--- src/hw/rtl/hilbert_band_envelope_analyzer_defines.svh ---
// Assertion helpers; the using module provides clk and rst.
`ifndef HILBERT_BAND_ENVELOPE_ANALYZER_DEFINES_SVH
`define HILBERT_BAND_ENVELOPE_ANALYZER_DEFINES_SVH

// Same-cycle implication.
`define HBEA_ASSERT_IMPLIES(label, pre, post, msg) \
  label: assert property (@(posedge clk) disable iff (rst) (pre) |-> (post)) else $error(msg);

// Next-cycle implication.
`define HBEA_ASSERT_NEXT(label, pre, post, msg) \
  label: assert property (@(posedge clk) disable iff (rst) (pre) |=> (post)) else $error(msg);

`endif

--- src/hw/rtl/hbea_pkg.sv ---
package hbea_pkg;

  localparam int ROM_BANDS    = 32;
  localparam int HILB_LEN     = 64;
  localparam int CORDIC_STEPS = 16;
  localparam int CORDIC_W     = 27;

  typedef logic signed [23:0] coef_t;

  localparam logic [0:0] REG_ATTACK  = 1'b0;
  localparam logic [0:0] REG_RELEASE = 1'b1;

  typedef struct packed {
    logic signed [23:0] y1;
    logic signed [23:0] y2;
    logic        [23:0] env;
    logic        [15:0] last_phase;
    logic signed [31:0] phase_sum;
  } band_state_t;

  localparam coef_t ROM_B0 [ROM_BANDS] = '{
    0: 24'sd11115, 1: 24'sd21405, 2: 24'sd41122, 3: 24'sd78612,
    4: 24'sd148735, 5: 24'sd275031, 6: 24'sd481753, 7: 24'sd733065,
    default: 24'sd0
  };

  localparam coef_t ROM_A1 [ROM_BANDS] = '{
    0: -24'sd8365835, 1: -24'sd8343778, 2: -24'sd8298868, 3: -24'sd8203705,
    4: -24'sd7989877, 5: -24'sd7474948, 6: -24'sd6168332, 7: -24'sd2892006,
    default: 24'sd0
  };

  localparam coef_t ROM_GAIN [ROM_BANDS] = '{
    0: 24'sd4194304, 1: 24'sd4194304, 2: 24'sd4194304, 3: 24'sd4194304,
    4: 24'sd6290189, 5: 24'sd4389982, 6: 24'sd4198297, 7: 24'sd4193416,
    default: 24'sd0
  };

  localparam coef_t ROM_HILB [HILB_LEN] = '{
    0: -24'sd2648, 2: -24'sd14830, 4: -24'sd43699, 6: -24'sd100582,
    8: -24'sd203454, 10: -24'sd390858, 12: -24'sd796959, 14: -24'sd2637859,
    16: 24'sd2637859, 18: 24'sd796959, 20: 24'sd390858, 22: 24'sd203454,
    24: 24'sd100582, 26: 24'sd43699, 28: 24'sd14830, 30: 24'sd2648,
    default: 24'sd0
  };

  localparam logic [15:0] ROM_ATAN [CORDIC_STEPS] = '{
    16'd8192, 16'd4836, 16'd2555, 16'd1297, 16'd651, 16'd326, 16'd163, 16'd81,
    16'd41, 16'd20, 16'd10, 16'd5, 16'd3, 16'd1, 16'd1, 16'd0
  };

endpackage

--- src/hw/rtl/hbea_cordic.sv ---
module hbea_cordic
  import hbea_pkg::*;
(
  input  logic                       clk,
  input  logic                       rst,
  input  logic                       start,
  input  logic signed [23:0]         re,
  input  logic signed [23:0]         im,
  output logic                       done,
  output logic        [CORDIC_W-1:0] mag_x,
  output logic        [15:0]         ang
);

  localparam int KW = $clog2(CORDIC_STEPS);

  logic                       busy;
  logic        [KW-1:0]       k;
  logic signed [CORDIC_W-1:0] x;
  logic signed [CORDIC_W-1:0] y;
  logic signed [CORDIC_W-1:0] dx;
  logic signed [CORDIC_W-1:0] dy;
  logic        [15:0]         a;
  logic                       zero;

  assign dx = x >>> k;
  assign dy = y >>> k;

  always_ff @(posedge clk) begin
    if (rst) begin
      busy <= 1'b0;
      done <= 1'b0;
      k    <= '0;
    end else begin
      done <= 1'b0;
      if (start) begin
        busy <= 1'b1;
        k    <= '0;
        zero <= (re == 24'sd0) && (im == 24'sd0);
        if (re[23]) begin
          x <= -CORDIC_W'(re);
          y <= -CORDIC_W'(im);
          a <= 16'h8000;
        end else begin
          x <= CORDIC_W'(re);
          y <= CORDIC_W'(im);
          a <= 16'h0000;
        end
      end else if (busy) begin
        if (y[CORDIC_W-1]) begin
          x <= x - dy;
          y <= y + dx;
          a <= a - ROM_ATAN[k];
        end else begin
          x <= x + dy;
          y <= y - dx;
          a <= a + ROM_ATAN[k];
        end
        k <= k + 1'b1;
        if (k == KW'(CORDIC_STEPS - 1)) begin
          busy <= 1'b0;
          done <= 1'b1;
        end
      end
    end
  end

  assign mag_x = x[CORDIC_W-1] ? '0 : x;
  assign ang   = zero ? 16'h0000 : a;

endmodule

--- config.mk ---
export PLATFORM = sky130hd
export DESIGN_NAME = hbea_cordic
export DESIGN_NICKNAME = d
export VERILOG_FILES = /design/src/hw/rtl/hilbert_band_envelope_analyzer_defines.svh /design/src/hw/rtl/hbea_pkg.sv /design/src/hw/rtl/hbea_cordic.sv
export SDC_FILE = /design/constraint.sdc
export NUM_CORES = 1
export LEC_CHECK = 0
export BUFFER_PORTS_ARGS = -buffer_cell sky130_fd_sc_hd__buf_2
export CAP_MARGIN = 15
export CORE_ASPECT_RATIO = 0.75
export CORE_MARGIN = 1.5
export CORE_UTILIZATION = 57
export DETAILED_ROUTE_END_ITERATION = 8
export MAX_ROUTING_LAYER = met4
export PLACE_DENSITY = 0.83
export SLEW_MARGIN = 5
export SYNTH_ARGS = -nofsm -noshare
export SYNTH_HDL_FRONTEND = slang
export SYNTH_SLANG_ARGS = --single-unit
--- constraint.sdc ---
create_clock -name clk -period 5 [get_ports clk]
set_clock_uncertainty 0.05 [all_clocks]
set_input_delay 1 -clock clk [delete_from_list [all_inputs] [get_ports clk]]
set_output_delay 1 -clock clk [all_outputs]
set_load 0.02 [all_outputs]
* Word-level counts from Yosys, hierarchy flattened *
Memory sizes are Yosys's and may differ from the RTL's.
Index checks and enable logic that the tools add are counted.

cells by class
  add/sub/neg operators = 9
  $lt $le $gt $ge = 1
  eq/ne operators = 1
  shift-type cells = 2
  multiplexer cells = 20
  bitwise gates (word level) = 3
  reductions and logical operators = 8

operators by type and width
  kind                   number
  $mux W27               8
  $mux W16               7
  $add A27 B27 Y27       2
  $neg A24 Y27           2
  $sshr A27 B4 Y27       2
  $sub A27 B27 Y27       2
  $logic_not A24 Y1      2
  $mux W26               1
  $add A16 B16 Y16       1
  $sub A16 B16 Y16       1
  $ge A5 B5 Y1 const B   1
  $not A4 Y5             1
  $add A4 B1 Y4 const B  1
  $eq A4 B4 Y1 const B   1
  $mux W1                4
  $reduce_and A2 Y1      2
  $reduce_or A3 Y1       1
  $not A1 Y1             2
  $reduce_bool A2 Y1     1
  $reduce_or A2 Y1       1
  $logic_and A1 B1 Y1    1

storage, ports and cells
  bits in registers = 77
  memory bits (read-only) = 256
  input port bits = 51
  memories = 1

memory list
  name              words  bits a word  rd ports  clocked after memory_dff  wr ports  RTL line           RTL
  (name not given)  16     16           1         0                         0         hbea_cordic.sv:56  a <= a + ROM_ATAN[k];

* Longest topological paths before layout *
  depth in word-level cells = 8
  mapped depth = 26
  mapped depth without buffers = 23

* Worst setup path after synthesis *
Ideal clock, no wire load.

  path type = register to register
  start point = register k[3]
  end point = register x[26] (data pin)
  setup time = 147 ps
  data arrival time = 5225 ps
  data required time = 4803 ps
  path slack = -421 ps
  stages on the path, launching flop included = 24
  buffers on the path = 6
  period minus slack after synthesis = 5421 ps
  path through = dfxtp_1 clkbuf_1 buf_1 clkbuf_1 clkbuf_1 clkbuf_1 clkbuf_1 a31o_2 ha_1 o21ai_0 nor3_1 and4_1 a21oi_1 xor2_1 ha_1 and2_1 o221ai_1 a21o_1 a211oi_1 o21ai_0 o21ai_0 a211oi_1 or4_1 a21oi_1

between the ends
  word-level cells in the longest chain between the ends = 5

ends and longest elaborated chain
  item                                                  RTL line                              RTL
  from (decl)                                           hbea_cordic.sv:17                     logic [KW-1:0] k;
  from (signal assigned)                                hbea_cordic.sv:58                     k <= k + 1'b1;
  $sshr A27 B4 Y27 (*)                                  hbea_cordic.sv:26                     assign dy = y >>> k;
  $add A27 B27 Y27 or $sub A27 B27 Y27 (tied branches)  hbea_cordic.sv:54, hbea_cordic.sv:50
  $mux W27 (*)                                          hbea_cordic.sv:49                     if (y[CORDIC_W-1]) begin
  $mux W27 (*)                                          hbea_cordic.sv:48                     end else if (busy) begin
  $mux W27 (*)                                          hbea_cordic.sv:35                     if (start) begin
  to (signal assigned)                                  hbea_cordic.sv:40                     x <= -CORDIC_W'(re);
  to (signal assigned)                                  hbea_cordic.sv:50                     x <= x - dy;
  to (signal assigned)                                  hbea_cordic.sv:54                     x <= x + dy;
  to (decl)                                             hbea_cordic.sv:18                     logic signed [CORDIC_W-1:0] x;

Mark *: on every way between the ends. The rest lies on a longest branch, timed or not. The select of a mux whose other input is x is not followed.
A chain may end at the register's enable or synchronous reset.

* Final worst setup path *
  start point = register k[1]
  end point = register x[23] (data pin)

The elaborated chain is that of the path after synthesis.

==> run metrics <==
CTS tree=built; pre-CTS setup slack=-0.289 ns; antenna violations before repair=0; clock sinks=77; Worst EP arrival=around 5.1 ns; Slew HR=0.300; Port Buffers=93; post-synthesis xor/xnor area fraction=0.108; multiplexer share of the synthesized area=0.151; Post-Syn Area=approximately 12000 um^2; Post-CTS Hold Buffers=0; total wire length=approximately 40000 um; Lkg Pwr=just over 6 nW; Reg clk slew, reported paths=~0.060 ns; CP max FO=6; unique cell type count in the Yosys netlist=93; routed via count=around 13000; Synth-to-Final Area Change=24.3%; GR Util All Layers=0.369; Async SR Flop Fraction=0; Switch Pwr=roughly 0.0036 W; failing checks=setup timing; Fmax achieved=197 MHz; Cells after Synth=1447; Net Sw Frac=0.468; number of synthesized flops with an enable pin=slightly above 70; Die Area=roughly 22000 um^2; Ports=95; largest net degree at the start of global routing=just over 50; grt ovf=0; adder-cell share of the synthesized area=0.0890; GP Congestion=roughly 1.0; Power Density=approximately 520 nW/um^2; clk buf depth=2; post-synthesis simple-gate area fraction=0.205; final worst slack=-0.0867 ns; Iter 0 DRT Violations=roughly 1400; VDD IR max=between 0.2 and 0.3 mV; die outline width=between 150 and 200 um; Startpoint Class=flop; Slew @ Worst Pin=1.05 ns; Chip Height=about 130 um; area leader, netlist=edfxtp_1; Tightest Hold Check Type=reg2reg; Synth top area share=0.177; Comb pwr share=0.756; number of global-route vias before repair=11800; Routed Antenna Nets=0; vias per cell=around 6.5; Layout Utilization=0.732; drt pass-1 iters=5; Syn. warnings=0; CP Class=reg2reg; Crit. End Element=flop; Syn Nets=about 1600; Initial Util=0.589; H-tree depth=3; Worst Path Required=~5.0 ns; Synth Flop Type=edfxtp_1; fin crit period=around 5.1 ns; main combinational cell family by area after synthesis=compound AO/OA/AOI/OAI gates; clock share of power=0.095; TritonCTS Buffers=9; Mapped Avg Cell Area=roughly 8.3 um^2; first-pass GRT wire length=a little over 60000 um; Final Max Tran Viols=0; post-synthesis sequential area ratio=0.187; wire length per cell=between 20 and 25 um; top cells by area, synth=edfxtp_1 (18%), mux4_2 (8.8%), ha_1 (8.4%); post-detail-place hpwl=between 30000 and 40000 um; max-cap violations=0; unrepaired setup endpoints after global routing=true; Core Box Area=a little over 20000 um^2; Final Hold Vio Count=0; compound-cell area share of the yosys netlist=0.215; Rows=45; nets=roughly 1800; share of layout cells above drive strength 1=0.295; fin crit share=1.02; total power=slightly below 0.008 W; flops & latches, synth=77; clk_lat worst skew=0.35 ns; Int Pwr=a little over 0.004 W; Final setup viols=4; root buffer cell=clkbuf_16; Seq pwr share=0.149; outcome=finished, violations left; Remaining DRCs=0; Fill cells=around 1500; top-count cell post-synth=nand2_1; top cell types by occurrence after synthesis=nand2_1 (144), nor2_1 (118), a21oi_1 (115), o21ai_0 (113), xnor2_1 (83)
-- critical path: stages (launching register included) --
cell      delay (ns)
dfxtp_4         0.42
buf_12          0.14
mux4_2          0.55
buf_4           0.17
nand2_2         0.09
a31o_2          0.18
ha_2            0.19
o21ai_2         0.06
nor3_2          0.21
buf_4           0.17
and4_4          0.23
buf_4           0.13
nor3b_4         0.20
buf_6           0.14
nor3_1          0.05
a21oi_1         0.20
o21ai_0         0.15
ha_2            0.24
a21o_1          0.22
a211oi_4        0.28
buf_4           0.16
nor2_1          0.05
a21oi_2         0.14
nand3b_1        0.11
xnor2_1         0.18
o32ai_1         0.10
-- metal layers --
layer	up-vias	GRT usage	routed length (um)
met3	114	0.0806	4540
met5	-	-	0
met4	0	0.120	1150
met1	6161	0.485	16600
met2	816	0.566	18200
li1	5913	-	-
-- worst paths after layout --
kind,from,end,slack (ns),depth (start not counted)
worst min register to register,busy,done,0.55,1
worst min-delay path,busy,done,0.55,1
worst max register to register,k[1],x[23],-0.09,25
worst max-delay path,k[1],x[23],-0.09,25
-- power groups by stage --
stage,clock [W],combinational [W],sequential (W)
floorplan,0,0.00357,0.00110
global placement,0,0.00523,0.00115
detailed placement,0,0.00535,0.00115
CTS,0.000736,0.00544,0.00114
global route,0.000751,0.00637,0.00116
finish,0.000733,0.00585,0.00116
-- layout by cell type (no fill, tap or decap), drive strengths merged, types with 15 or more instances in the layout --
| cell | n |
|---|---|
| a211oi | 17 |
| a21o | 21 |
| a21oi | 115 |
| a31oi | 20 |
| buf | 326 |
| edfxtp | 71 |
| ha | 81 |
| inv | 36 |
| mux2 | 21 |
| mux2i | 47 |
| mux4 | 49 |
| nand2 | 145 |
| nand2b | 19 |
| nand3 | 22 |
| nor2 | 119 |
| nor2b | 52 |
| nor3 | 41 |
| o21a | 15 |
| o21ai | 118 |
| o31ai | 24 |
| or4 | 17 |
| xnor2 | 83 |
| xor2 | 63 |
-- through the flow --
| step | instances | cell area, um^2 | TNS, ns | hold slack (ns) |
|---|---|---|---|---|
| floorplan | 1447 | 12100 | -0.0192 | 0.540 |
| global placement | 1955 | 14200 | -0.116 | 0.530 |
| detailed placement | 1955 | 14200 | -0.556 | 0.538 |
| CTS | 1972 | 14500 | 0 | 0.547 |
| global route | 1991 | 15000 | -1.53 | 0.583 |
| finish | 1992 | 15000 | -0.117 | 0.553 |
-- state kept, by name, summed over array words and instances (netlist names) --
register,flops
y,27
a,16
x,27
done,1
busy,1
k,4
zero,1
-- final cells by class --
| cell class | instances | area, um^2 | share of cell area |
|---|---|---|---|
| well taps | 282 | 353 | 0.0235 |
| repair buffers | 326 | 2350 | 0.156 |
| clock inverters | 7 | 90.1 | 0.00601 |
| clock buffers | 9 | 225 | 0.0150 |
| inverters | 37 | 141 | 0.00943 |
| flip-flops and latches | 77 | 2260 | 0.151 |
| diodes | 1 | 2.50 | 0.000167 |
| multi-input cells | 1253 | 9570 | 0.638 |
-- what timing repair did --
action                     CTS  global route
hold endpoints to repair     0             0
pin swaps                    1            39
buffers inserted             1            19
gates resized for setup      8            83
setup endpoints to repair    8            30
-- cell families (layout without fill, tap and decap cells) --
family	Yosys count	count (layout)
simple gates	493	493
flops	77	77
xor+xnor	147	147
mux	117	117
buf+inv	117	379
fa+ha+maj	84	84
compound gates	411	411
other cells	1	2
(Power assumes the default switching activity.)
